[config.mk]
export PLATFORM = sky130hd
export DESIGN_NAME = source_token_scanner_top
export DESIGN_NICKNAME = d
export VERILOG_FILES = /design/src/hw/rtl/sts_pkg.sv /design/src/hw/rtl/sts_front.sv /design/src/hw/rtl/sts_queue.sv /design/src/hw/rtl/source_token_scanner_top.sv
export SDC_FILE = /design/constraint.sdc
export NUM_CORES = 2
export LEC_CHECK = 0
export BUFFER_PORTS_ARGS = -buffer_cell sky130_fd_sc_hd__buf_2
export CORE_MARGIN = 1.5
export CORE_UTILIZATION = 45
export CTS_CLUSTER_SIZE = 24
export DETAILED_ROUTE_END_ITERATION = 12
export GPL_ROUTABILITY_DRIVEN = 0
export SYNTH_ARGS = -nofsm -noshare
export SYNTH_HDL_FRONTEND = slang
export SYNTH_SLANG_ARGS = --single-unit
[constraint.sdc]
create_clock -name i_clk -period 35 [get_ports i_clk]
set_input_delay 5.25 -clock i_clk [delete_from_list [all_inputs] [get_ports i_clk]]
set_output_delay 5.25 -clock i_clk [all_outputs]
set_load 0.1 [all_outputs]
[src/hw/rtl/sts_pkg.sv]
package sts_pkg;

    localparam int OffsetBits = 24;
    localparam int ValueBits  = 31;
    localparam int QueueDepth = 4;
    localparam int QueueAw    = 2;

    localparam logic [ValueBits-1:0] ValueMax = {ValueBits{1'b1}};
    localparam logic [OffsetBits:0]  OffLimit = {1'b1, {OffsetBits{1'b0}}};

    typedef enum logic [3:0] {
        M_IDLE, M_SLASH, M_LINE, M_BLOCK, M_ZERO, M_BADNUM, M_NUM, M_IDENT,
        M_LT, M_GT, M_EQ, M_BANG, M_AMP, M_BAR
    } t_mode;

    // Operator token kinds, in the order the scanner numbers them.
    localparam logic [5:0] K_LBRACE = 6'd0,  K_RBRACE = 6'd1,  K_LBRACK = 6'd2;
    localparam logic [5:0] K_RBRACK = 6'd3,  K_LPAREN = 6'd4,  K_RPAREN = 6'd5;
    localparam logic [5:0] K_SEMI   = 6'd6,  K_COLON  = 6'd7,  K_COMMA  = 6'd8;
    localparam logic [5:0] K_ASSIGN = 6'd9,  K_EQ     = 6'd10, K_PLUS   = 6'd11;
    localparam logic [5:0] K_MINUS  = 6'd12, K_STAR   = 6'd13, K_MOD    = 6'd15;
    localparam logic [5:0] K_LT     = 6'd16, K_LE     = 6'd17, K_SHL    = 6'd18;
    localparam logic [5:0] K_NOT    = 6'd19, K_NE     = 6'd20, K_GT     = 6'd21;
    localparam logic [5:0] K_GE     = 6'd22, K_SHR    = 6'd23, K_AMP    = 6'd24;
    localparam logic [5:0] K_ANDAND = 6'd25, K_BAR    = 6'd26, K_OROR   = 6'd27;

    localparam logic [5:0] K_DIV      = 6'd14;
    localparam logic [5:0] K_NUMBER   = 6'd28;
    localparam logic [5:0] K_IDENT    = 6'd29;
    localparam logic [5:0] K_KW_BASE  = 6'd30;
    localparam logic [5:0] K_LINECOM  = 6'd37;
    localparam logic [5:0] K_BLOCKCOM = 6'd38;
    localparam logic [5:0] K_ERROR    = 6'd39;
    localparam logic [5:0] K_END      = 6'd40;
    // Marks an empty token slot inside the front end.
    localparam logic [5:0] K_NONE     = 6'd63;

    localparam logic [2:0] E_NONE     = 3'd0;
    localparam logic [2:0] E_BADNUM   = 3'd1;
    localparam logic [2:0] E_UNTERM   = 3'd2;
    localparam logic [2:0] E_UNKNOWN  = 3'd3;
    localparam logic [2:0] E_OVERFLOW = 3'd4;

    localparam logic [1:0] REG_EAT_COMMENTS = 2'd0;

    typedef struct packed {
        logic [7:0] in_byte;
        logic       in_last;
    } t_in_item;

    typedef struct packed {
        logic [5:0]            tok_kind;
        logic [OffsetBits-1:0] tok_start;
        logic [OffsetBits:0]   tok_end;
        logic [ValueBits-1:0]  tok_value;
        logic [2:0]            tok_error;
        logic                  tok_last;
    } t_out_item;

    // One scanned byte's worth of results: up to three tokens.
    typedef struct packed {
        logic [2:0]      valid;
        t_out_item [2:0] tok;
    } t_tok_group;

    function automatic logic [5:0] kw_kind(input logic [39:0] pfx, input logic [2:0] len);
        logic [5:0] k;
        k = K_IDENT;
        if (len == 3'd3 && pfx == {16'h0, "tni"}) k = K_KW_BASE;
        if (len == 3'd2 && pfx == {24'h0, "fi"}) k = K_KW_BASE + 6'd1;
        if (len == 3'd4 && pfx == {8'h0, "esle"}) k = K_KW_BASE + 6'd2;
        if (len == 3'd2 && pfx == {24'h0, "od"}) k = K_KW_BASE + 6'd3;
        if (len == 3'd5 && pfx == "elihw") k = K_KW_BASE + 6'd4;
        if (len == 3'd4 && pfx == {8'h0, "daer"}) k = K_KW_BASE + 6'd5;
        if (len == 3'd5 && pfx == "etirw") k = K_KW_BASE + 6'd6;
        return k;
    endfunction

    function automatic logic is_digit(input logic [7:0] c);
        return c >= "0" && c <= "9";
    endfunction

    function automatic logic is_letter(input logic [7:0] c);
        return (c >= "a" && c <= "z") || (c >= "A" && c <= "Z");
    endfunction

endpackage

[src/hw/rtl/sts_front.sv]
module sts_front import sts_pkg::*; (
    input  logic       i_clk,
    input  logic       i_rst_n,
    input  logic       i_eat,
    input  logic       i_fire,
    input  t_in_item   i_item,
    output t_tok_group o_group
);

    t_mode                 r_mode, n_mode;
    logic [OffsetBits:0]   r_off, n_off;
    logic [OffsetBits-1:0] r_begin, n_begin;
    logic [ValueBits-1:0]  r_acc, n_acc;
    logic                  r_ovf, n_ovf;
    logic [39:0]           r_pfx, n_pfx;
    logic [2:0]            r_len, n_len;
    logic                  r_star, n_star;

    t_tok_group g;
    logic [1:0] cnt;
    logic [7:0] c;
    logic       consumed;
    logic [OffsetBits:0] p, nx;
    logic [ValueBits+3:0] mul;
    logic [ValueBits+3:0] sum;
    logic [3:0] d;

    function automatic logic [OffsetBits-1:0] sat_start(input logic [OffsetBits:0] v);
        return v[OffsetBits] ? {OffsetBits{1'b1}} : v[OffsetBits-1:0];
    endfunction

    // Token held in mode m, ending at e; K_NONE marks no token. Reads the
    // next-state start, value and identifier fields as they stand at the call.
    function automatic void flush_tok(input t_mode m, input logic [OffsetBits:0] e,
                                      output t_out_item t);
        t = '0; t.tok_start = n_begin; t.tok_end = e; t.tok_kind = K_NONE;
        case (m)
            M_SLASH:  t.tok_kind = K_DIV;
            M_LINE:   if (!i_eat) t.tok_kind = K_LINECOM;
            M_BLOCK:  begin t.tok_kind = K_ERROR; t.tok_error = E_UNTERM; end
            M_ZERO:   t.tok_kind = K_NUMBER;
            M_BADNUM: begin t.tok_kind = K_ERROR; t.tok_error = E_BADNUM; end
            M_NUM: begin
                if (n_ovf) begin
                    t.tok_kind = K_ERROR; t.tok_value = ValueMax; t.tok_error = E_OVERFLOW;
                end else begin
                    t.tok_kind = K_NUMBER; t.tok_value = n_acc;
                end
            end
            M_IDENT:  t.tok_kind = kw_kind(n_pfx, n_len);
            M_LT:     t.tok_kind = K_LT;
            M_GT:     t.tok_kind = K_GT;
            M_EQ:     t.tok_kind = K_ASSIGN;
            M_BANG:   t.tok_kind = K_NOT;
            M_AMP:    t.tok_kind = K_AMP;
            M_BAR:    t.tok_kind = K_BAR;
            default: ;
        endcase
    endfunction

    always_comb begin
        t_out_item t;
        logic [5:0] pk;
        logic       pk_ok;
        g = '0;
        cnt = 2'd0;
        c = i_item.in_byte;
        p = r_off;
        nx = (p < OffLimit) ? p + 1'b1 : OffLimit;
        n_mode = r_mode; n_begin = r_begin; n_acc = r_acc; n_ovf = r_ovf;
        n_pfx = r_pfx; n_len = r_len; n_star = r_star;
        consumed = 1'b0;
        d = c[3:0] - 4'd0;
        mul = {4'd0, r_acc} * (ValueBits+4)'(10);
        sum = mul + (ValueBits+4)'(c - "0");
        pk = K_NONE; pk_ok = 1'b0;
        t = '0;

        unique case (r_mode)
            M_SLASH: begin
                if (c == "/") begin
                    n_mode = M_LINE; consumed = 1'b1;
                end else if (c == "*") begin
                    n_mode = M_BLOCK; n_star = 1'b0; consumed = 1'b1;
                end
            end
            M_LINE: begin
                consumed = 1'b1;
                if (c == 8'h0a) begin
                    if (!i_eat) begin
                        t = '0; t.tok_kind = K_LINECOM; t.tok_start = r_begin; t.tok_end = nx;
                        g.tok[cnt] = t; g.valid[cnt] = 1'b1; cnt = cnt + 2'd1;
                    end
                    n_mode = M_IDLE;
                end
            end
            M_BLOCK: begin
                consumed = 1'b1;
                if (r_star && c == "/") begin
                    if (!i_eat) begin
                        t = '0; t.tok_kind = K_BLOCKCOM; t.tok_start = r_begin; t.tok_end = nx;
                        g.tok[cnt] = t; g.valid[cnt] = 1'b1; cnt = cnt + 2'd1;
                    end
                    n_mode = M_IDLE; n_star = 1'b0;
                end else begin
                    n_star = (c == "*");
                end
            end
            M_ZERO: if (is_digit(c)) begin
                n_mode = M_BADNUM; consumed = 1'b1;
            end
            M_BADNUM: if (is_digit(c)) consumed = 1'b1;
            M_NUM: if (is_digit(c)) begin
                consumed = 1'b1;
                if (!r_ovf) begin
                    if (sum > (ValueBits+4)'(ValueMax)) begin
                        n_ovf = 1'b1; n_acc = ValueMax;
                    end else begin
                        n_acc = sum[ValueBits-1:0];
                    end
                end
            end
            M_IDENT: if (is_letter(c) || is_digit(c) || c == "_") begin
                if (r_len < 3'd5) n_pfx = r_pfx | ({32'd0, c} << {r_len, 3'b000});
                if (r_len < 3'd6) n_len = r_len + 3'd1;
                consumed = 1'b1;
            end
            M_LT: begin
                pk_ok = (c == "=") || (c == "<"); pk = (c == "=") ? K_LE : K_SHL;
            end
            M_GT: begin
                pk_ok = (c == "=") || (c == ">"); pk = (c == "=") ? K_GE : K_SHR;
            end
            M_EQ:   begin pk_ok = (c == "="); pk = K_EQ; end
            M_BANG: begin pk_ok = (c == "="); pk = K_NE; end
            M_AMP:  begin pk_ok = (c == "&"); pk = K_ANDAND; end
            M_BAR:  begin pk_ok = (c == "|"); pk = K_OROR; end
            default: ;
        endcase
        if (pk_ok) begin
            t = '0; t.tok_kind = pk; t.tok_start = r_begin; t.tok_end = nx;
            g.tok[cnt] = t; g.valid[cnt] = 1'b1; cnt = cnt + 2'd1;
            n_mode = M_IDLE; consumed = 1'b1;
        end

        if (!consumed) begin
            flush_tok(r_mode, p, t);
            if (t.tok_kind != K_NONE) begin
                g.tok[cnt] = t; g.valid[cnt] = 1'b1; cnt = cnt + 2'd1;
            end
            n_mode = M_IDLE;
            n_begin = sat_start(p);
            t = '0; t.tok_start = sat_start(p); t.tok_end = nx; t.tok_kind = K_NONE;
            case (c)
                "{": t.tok_kind = K_LBRACE;
                "}": t.tok_kind = K_RBRACE;
                "[": t.tok_kind = K_LBRACK;
                "]": t.tok_kind = K_RBRACK;
                "(": t.tok_kind = K_LPAREN;
                ")": t.tok_kind = K_RPAREN;
                ";": t.tok_kind = K_SEMI;
                ":": t.tok_kind = K_COLON;
                ",": t.tok_kind = K_COMMA;
                "+": t.tok_kind = K_PLUS;
                "-": t.tok_kind = K_MINUS;
                "*": t.tok_kind = K_STAR;
                "%": t.tok_kind = K_MOD;
                "/": n_mode = M_SLASH;
                "<": n_mode = M_LT;
                ">": n_mode = M_GT;
                "=": n_mode = M_EQ;
                "!": n_mode = M_BANG;
                "&": n_mode = M_AMP;
                "|": n_mode = M_BAR;
                "0": n_mode = M_ZERO;
                default: begin
                    if (is_digit(c)) begin
                        n_mode = M_NUM; n_acc = ValueBits'(d); n_ovf = 1'b0;
                    end else if (is_letter(c) || c == "_") begin
                        n_mode = M_IDENT; n_pfx = {32'd0, c}; n_len = 3'd1;
                    end else if (!(c == " " || c == 8'h09 || c == 8'h0d || c == 8'h0a)) begin
                        t.tok_kind = K_ERROR; t.tok_error = E_UNKNOWN;
                    end
                end
            endcase
            if (t.tok_kind != K_NONE) begin
                g.tok[cnt] = t; g.valid[cnt] = 1'b1; cnt = cnt + 2'd1;
            end
        end

        n_off = nx;

        if (i_item.in_last) begin
            flush_tok(n_mode, nx, t);
            if (t.tok_kind != K_NONE) begin
                g.tok[cnt] = t; g.valid[cnt] = 1'b1; cnt = cnt + 2'd1;
            end
            t = '0; t.tok_kind = K_END; t.tok_start = sat_start(nx);
            t.tok_end = nx; t.tok_last = 1'b1;
            g.tok[cnt] = t; g.valid[cnt] = 1'b1;
            n_mode = M_IDLE; n_off = '0; n_begin = '0; n_acc = '0; n_ovf = 1'b0;
            n_pfx = '0; n_len = 3'd0; n_star = 1'b0;
        end
        if (!i_fire) g.valid = 3'b000;
        o_group = g;
    end

    always_ff @(posedge i_clk) begin
        if (!i_rst_n) begin
            r_mode <= M_IDLE; r_off <= '0; r_begin <= '0; r_acc <= '0; r_ovf <= 1'b0;
            r_pfx <= '0; r_len <= 3'd0; r_star <= 1'b0;
        end else if (i_fire) begin
            r_mode <= n_mode; r_off <= n_off; r_begin <= n_begin; r_acc <= n_acc;
            r_ovf <= n_ovf; r_pfx <= n_pfx; r_len <= n_len; r_star <= n_star;
        end
    end

endmodule

[src/hw/rtl/sts_queue.sv]
module sts_queue import sts_pkg::*; (
    input  logic       i_clk,
    input  logic       i_rst_n,
    input  t_tok_group i_group,
    output logic       o_room,
    output logic       o_valid,
    output t_out_item  o_item,
    input  logic       i_stall
);

    t_out_item            r_mem [QueueDepth];
    logic [QueueAw-1:0]   r_wp, r_rp;
    logic [QueueAw:0]     r_cnt;
    logic [1:0]           wn;
    logic                 pop;
    logic [QueueAw-1:0]   a1, a2;

    assign wn = {1'b0, i_group.valid[0]} + {1'b0, i_group.valid[1]}
              + {1'b0, i_group.valid[2]};
    assign o_valid = r_cnt != '0;
    assign o_item  = r_mem[r_rp];
    assign pop     = o_valid && !i_stall;
    // Room for a full group of three regardless of the output side.
    assign o_room  = r_cnt <= (QueueAw+1)'(QueueDepth - 3);
    assign a1 = r_wp + QueueAw'(1);
    assign a2 = r_wp + QueueAw'(2);

    always_ff @(posedge i_clk) begin
        // Groups are compacted: valid bits fill from index zero.
        if (i_group.valid[0]) r_mem[r_wp] <= i_group.tok[0];
        if (i_group.valid[1]) r_mem[a1] <= i_group.tok[1];
        if (i_group.valid[2]) r_mem[a2] <= i_group.tok[2];
    end

    always_ff @(posedge i_clk) begin
        if (!i_rst_n) begin
            r_wp <= '0; r_rp <= '0; r_cnt <= '0;
        end else begin
            r_wp  <= r_wp + QueueAw'(wn);
            if (pop) r_rp <= r_rp + QueueAw'(1);
            r_cnt <= r_cnt + (QueueAw+1)'(wn) - (QueueAw+1)'(pop);
        end
    end

endmodule

[src/hw/rtl/source_token_scanner_top.sv]
// Source token scanner.
// Input channel: one source byte per item with a last-byte mark; an item is
// taken when i_in_valid is high and o_in_stall is low. Output channel: one
// token per item (kind, start, end, value, error code, last mark), taken when
// o_out_valid is high and i_out_stall is low.
// Each byte is classified combinationally by the front end, which writes
// the zero to three tokens it produces into a four-entry queue in that same
// cycle; the queue head drives the output, so a token passes through a queue
// register before it appears. The front end takes one byte per cycle
// while the queue has room for three tokens, i.e. holds at most one; a
// receiver that takes every cycle therefore sustains one byte per cycle
// except where a byte produces two or more tokens.
// When the receiver stalls, the queue fills and o_in_stall rises; nothing is
// lost. Reset clears the scan state, the queue and eat_comments (register 0
// at APB address 0, read back on prdata).
module source_token_scanner_top import sts_pkg::*; (
    input  logic        i_clk,
    input  logic        i_rst_n,
    input  logic        i_in_valid,
    output logic        o_in_stall,
    input  t_in_item    i_in_item,
    output logic        o_out_valid,
    input  logic        i_out_stall,
    output t_out_item   o_out_item,
    input  logic        psel,
    input  logic        penable,
    input  logic        pwrite,
    input  logic [1:0]  paddr,
    input  logic [31:0] pwdata,
    output logic [31:0] prdata,
    output logic        pready
);

    logic       r_eat;
    logic       room;
    logic       fire;
    t_tok_group grp;

    assign pready = 1'b1;
    // Only register 0 exists; any other address reads as zero.
    assign prdata = (paddr[1:0] == REG_EAT_COMMENTS) ? {31'd0, r_eat} : 32'd0;

    always_ff @(posedge i_clk) begin
        if (!i_rst_n) begin
            r_eat <= 1'b0;
        end else if (psel && penable && pwrite && paddr == REG_EAT_COMMENTS) begin
            r_eat <= pwdata[0];
        end
    end

    assign o_in_stall = !room;
    assign fire = i_in_valid && room;

    sts_front u_front (
        .i_clk(i_clk), .i_rst_n(i_rst_n), .i_eat(r_eat), .i_fire(fire),
        .i_item(i_in_item), .o_group(grp)
    );

    sts_queue u_queue (
        .i_clk(i_clk), .i_rst_n(i_rst_n), .i_group(grp), .o_room(room),
        .o_valid(o_out_valid), .o_item(o_out_item), .i_stall(i_out_stall)
    );

endmodule

# [Word level (Yosys, flattened, before mapping)]
# Memories as Yosys holds them, arrays and structs flattened. A register that Yosys moved wholly into a read port is not among the register bits.
# Index checks and enable logic that the tools add are counted.
[classes] n_addsub=16 multipliers=1 n_lt_le_gt_ge=21 n_eq_ne=79 shift=1 mux=171 bitwise_logic=6 n_reduce_logical=51
[ops] op="273-bit two-way mux" n=8
[ops] op="270-bit bitwise mux" n=5
[ops] op="90-bit demux with 2-bit select" n=5
[ops] op="90-bit two-way mux" n=9
[ops] op="31-bit two-way mux" n=14
[ops] op="40-bit two-way mux" n=8
[ops] op="90-bit case mux with 2 select lines" n=1
[ops] op="40-bit by 15-bit equality test with 1-bit output (second input constant)" n=4
[ops] op="40-bit by 31-bit equality test with 1-bit output (second input constant)" n=4
[ops] op="40-bit by 39-bit equality test with 1-bit output (second input constant)" n=4
[ops] op="6-bit case mux with 12 select lines" n=2
[ops] op="8-bit by 6-bit equality test with 1-bit output (second input constant)" n=17
[ops] op="6-bit two-way mux" n=17
[ops] op="24-bit two-way mux" n=4
[ops] op="6-bit case mux with 14 select lines" n=1
[ops] op="40-bit by 23-bit equality test with 1-bit output (second input constant)" n=2
[ops] op="3-bit two-way mux" n=18
[ops] op="25-bit two-way mux" n=2
[ops] op="4-bit equality test (second input constant)" n=12
[ops] op="8-bit by 7-bit equality test with 1-bit output (second input constant)" n=6
[ops] op="40-bit OR" n=1
[ops] op="8-bit by 6-bit << shifter with 40-bit output" n=1
[ops] op="4-bit two-way mux" n=9
[ops] op="4-bit case mux with 9 select lines" n=1
[ops] op="other kinds (55)" n=191
[word_totals] register_bits=137 mem_bits_rw=360 output_inout_bits=125 elab_cells=359 n_memories=1
[mem_list] name="u_queue.r_mem" depth=4 width=90 rd=1 rd_ports_with_merged_regs=1 wr=3 line_no="sts_queue.sv:11" rtl="t_out_item r_mem [QueueDepth];"

# [Depth between registers and ports, before layout]
[logic_depth] ltp_word=38 depth_mapped=54 mapped_depth_nobuf=51

# [Hierarchy]
# A second synthesis with hierarchy kept.
[unflattened] hier_cells=5024 hier_area_um2=40119.7
[modules_own_cells] module="sts_queue" instances=1 cells_per_inst=2138 area_per_inst_um2=20627.3 seq_area_each_um2=10990.5
[modules_own_cells] module="sts_front" instances=1 cells_per_inst=2843 area_per_inst_um2=19179.6 seq_area_each_um2=2582.5
[modules_own_cells] module="source_token_scanner_top" instances=1 cells_per_inst=43 area_per_inst_um2=312.8 seq_area_each_um2=20.0

# [Least setup slack after synthesis]
# Ideal clock, no wire load.
[synth_timing] path_type="input port to flip-flop" startpoint="in i_in_item[7] (netlist name)" endpoint="mem u_queue.r_mem[0][0] (netlist name), enable pin" setup_time_ns=0.663 t_arrival_ns=19.455 setup_slack_ns=14.882 stages=33 path_buffers=5 path_cell_list="buf_2 > or2_2 > nor2_1 > ha_1 > and3_1 > o21a_1 > a311oi_1 > o31a_1 > o21ai_0 > a2111o_1 > and4b_1 > xnor2_1 > a21boi_0 > o21a_1 > a21oi_2 > inv_1 > clkbuf_1 > fa_1 > inv_1 > ha_1 > nand2_1 > a21oi_1 > a211o_1 > ha_1 > clkbuf_1 > nor2_1 > o21ai_0 > o211a_1 > buf_4 > buf_2 > a21oi_1 > mux2i_1 > o21ai_0"
[synth_rtl] item="from (decl)" line_no="source_token_scanner_top.sv:21" rtl="input t_in_item i_in_item,"
[synth_rtl] item="to (decl)" line_no="sts_queue.sv:11"

==> out/metrics.cfg <==
[clock_network]
clk_latency_ps=660
clockRootBuffer=clkbuf_16
clk_path_buf_depth=3
cts_sinks=499
numCtsBuffers=57
cts_hold_buffers=0
clkTransAtPathRegs_ps=60
htreeDepth=2
post_cts_buffers=0
cts_resized=0
cts_tree=yes

[setup_path]
worstPathMaxFanout=57
r2r-end=u_queue.r_mem[1][74]
slowest_stage=buf_4
required_ps=35280
endpoint_kind=flip-flop
crit_path_start_kind=input pin
r2r-start=u_front.r_acc[2]
worst-path-buf-inv=7
arrival_ps=16460
critPathKind=input pin to flip-flop
cp_slowest_stage_delay_ps=860
cp_top_family=compound AO/OA/AOI/OAI gates
cp_common_cell=buf_4
reg2regPathDepth=43
r2r_slack_ps=21830

[grt]
antenna_found_initial=1
grt_pass1_wl_mm=206
grt-ovfl-total=0
grtUsageTotal=0.313
grt_start_max_net_pins=95
grt_pass1_vias=32800

[logic_synthesis]
synth-seq-area-share=0.363
async_flop_share=0
ys.flop_type=edfxtp_1
postSynthRegisterBits=499
synth_area_sq_um=37400
yosysWarnings=0
synth_cell_types=112
synth_edf_count=360
avgSynthCellArea_sq_um=9.04
postSynthCellCount=4137

[sta]
fmax_ghz=0.0618
tns_ps=0
slew_headroom=0.211
period_share=0.462
setup_viol=0
rsz0062_at_grt=no
skew_ps=53.9
worstMarginPinSlew_ps=1170
min_period_ps=16180
hold_viol_final=0
finalMaxSlewViolations=0

[route]
drt-total-wl_mm=137
drt_first_pass_iters=8
drtAntennaViolNets=0
wl_per_cell_microns=26.7
dr_total_vias=34900
drcViolationCount=0
vias_per_cell=6.80
drt_iter0_markers=4852

[power_and_ir_drop]
power_switching_mw=1.19
power_frac_seq=0.318
clkPwrFrac=0.238
sw_frac_of_total=0.468
p_per_area_nw_per_um2=63.3
total_power_mw=2.55
p_int_mw=1.36
combPwrFrac=0.445
power_leakage_nw=14.6
ir_drop_mv=0.0595

[floorplanning]
std_cell_rows=105
die-area_sq_um=84900
die_w_microns=291
pin_count=175
start_util=0.455
core-area_sq_um=82100
die_h_microns=291

[final_layout]
stdcell_count=5138
nets=4187
fillers=7713
final_util=0.491
layout-drive-gt1-share=0.120
area_growth_pct=7.84

[placement]
dp_hpwl_mm=85.9
dp_cells=5031
io_buffers=111

[hold_path]
hold_start=u_front.r_pfx[39]
hold_end=u_front.r_pfx[39]
min-delay-path-class=flip-flop to flip-flop
whs_path_depth=1

[run_status]
status=complete, no violations

[flow_run]
drv_cap=0

-- kinds of logic (layout without fill, tap and decap cells) --
logic type / Yosys count / after routing / synth area share
flops: 499 / 499 / 0.363
simple gates: 1276 / 1276 / 0.160
buf+inv: 455 / 355 / 0.0535
compound gates: 1518 / 1518 / 0.283
other cells: 2 / 33 / 0.000201
xor+xnor: 88 / 88 / 0.0206
fa+ha+maj: 117 / 117 / 0.0401
mux: 182 / 182 / 0.0794
-- cell usage after synthesis, types with 75 or more instances --
master | n | area share
clkbuf_1 | 229 | 0.023
mux2i_1 | 75 | 0.020
nor2_1 | 553 | 0.055
dfxtp_1 | 139 | 0.074
nor2b_1 | 115 | 0.019
a22oi_1 | 122 | 0.024
o22ai_1 | 149 | 0.025
nand2_1 | 247 | 0.025
a31oi_1 | 75 | 0.013
edfxtp_1 | 360 | 0.29
a221oi_1 | 94 | 0.022
o21ai_0 | 327 | 0.044
buf_2 | 101 | 0.014
mux4_2 | 90 | 0.054
ha_1 | 112 | 0.037
a21oi_1 | 246 | 0.033
-- power by group through the flow --
stage | registers (mW) | logic (mW) | clock network (mW)
6_report | 0.811 | 1.14 | 0.607
5_1_grt | 0.821 | 1.17 | 0.636
4_1_cts | 0.812 | 1.12 | 0.614
3_5_place_dp | 0.824 | 1.12 | 0
3_3_place_gp | 0.821 | 1.12 | 0
2_1_floorplan | 0.824 | 0.873 | 0
-- layout by cell type (no fill, tap or decap), drive strengths merged, types with 31 or more instances in the layout --
cell / instances
ha: 112
nand2: 248
a22o: 50
o221ai: 35
a221oi: 98
buf: 193
xnor2: 47
conb: 32
a21oi: 251
o21ai: 338
a31oi: 76
mux2i: 75
a21boi: 48
nor2: 561
nand3: 62
nor2b: 115
nand4: 31
xor2: 41
o22ai: 149
a22oi: 124
and2: 49
nor3: 68
clkbuf: 71
a21o: 44
edfxtp: 360
a221o: 33
mux4: 90
dfxtp: 139
inv: 54
-- state kept, by name, indices dropped and copies added (netlist names), named ones only --
signal and cells:
u_queue.r_rp 2, u_front.p 25, u_front.r_acc 31, u_front.r_begin 24, u_front.r_ovf 1, u_queue.r_cnt 3
u_front.r_pfx 40, u_front.r_mode 4, u_front.r_star 1, r_eat 1, u_front.r_len 3, u_queue.r_mem 360
u_queue.r_wp 2
-- final cells by class --
cell class / count / area [sq um] / area share
Multi-Input combinational cell: 3213 / 22100 / 0.549
Sequential cell: 499 / 13600 / 0.337
Clock buffer: 71 / 1520 / 0.0377
Tap cell: 1070 / 1340 / 0.0332
Timing Repair Buffer: 193 / 1170 / 0.0291
Clock inverter: 35 / 343 / 0.00850
Inverter: 56 / 210 / 0.00521
Antenna cell: 1 / 2.50 / 0.0000620
-- worst max-delay path by stage --
stage / from / end / slack, ps / depth (start not counted)
after global routing: i_in_item[6] / u_queue.r_mem[1][43] / 18380 / 32
after floorplan: i_in_item[7] / u_queue.r_mem[0][0] / 14880 / 33
final: i_in_item[6] / u_queue.r_mem[1][74] / 18820 / 32
after CTS: i_in_item[6] / u_queue.r_mem[3][57] / 19100 / 31
after detailed placement: i_in_item[6] / u_queue.r_mem[1][44] / 18480 / 31
after global placement: i_in_item[6] / u_queue.r_mem[2][47] / 18540 / 31
-- routing by layer --
metal  up-vias  GRT usage  share of wire
met5         -          0       0.000051
met4         2      0.137          0.044
met3       339     0.0467          0.095
met2      2102      0.503           0.46
met1     16800      0.417           0.40
li1      15700          -              -
-- stage by stage --
stage               area [sq um]  setup WS [ps]  hold WS (ps)
floorplan                  37500          14880           438
global placement           38500          18540           463
detailed placement         38500          18480           471
CTS                        40300          19100           484
global route               40300          18380           510
finish                     40300          18820           488
Power figures use the tool's default switching activity.
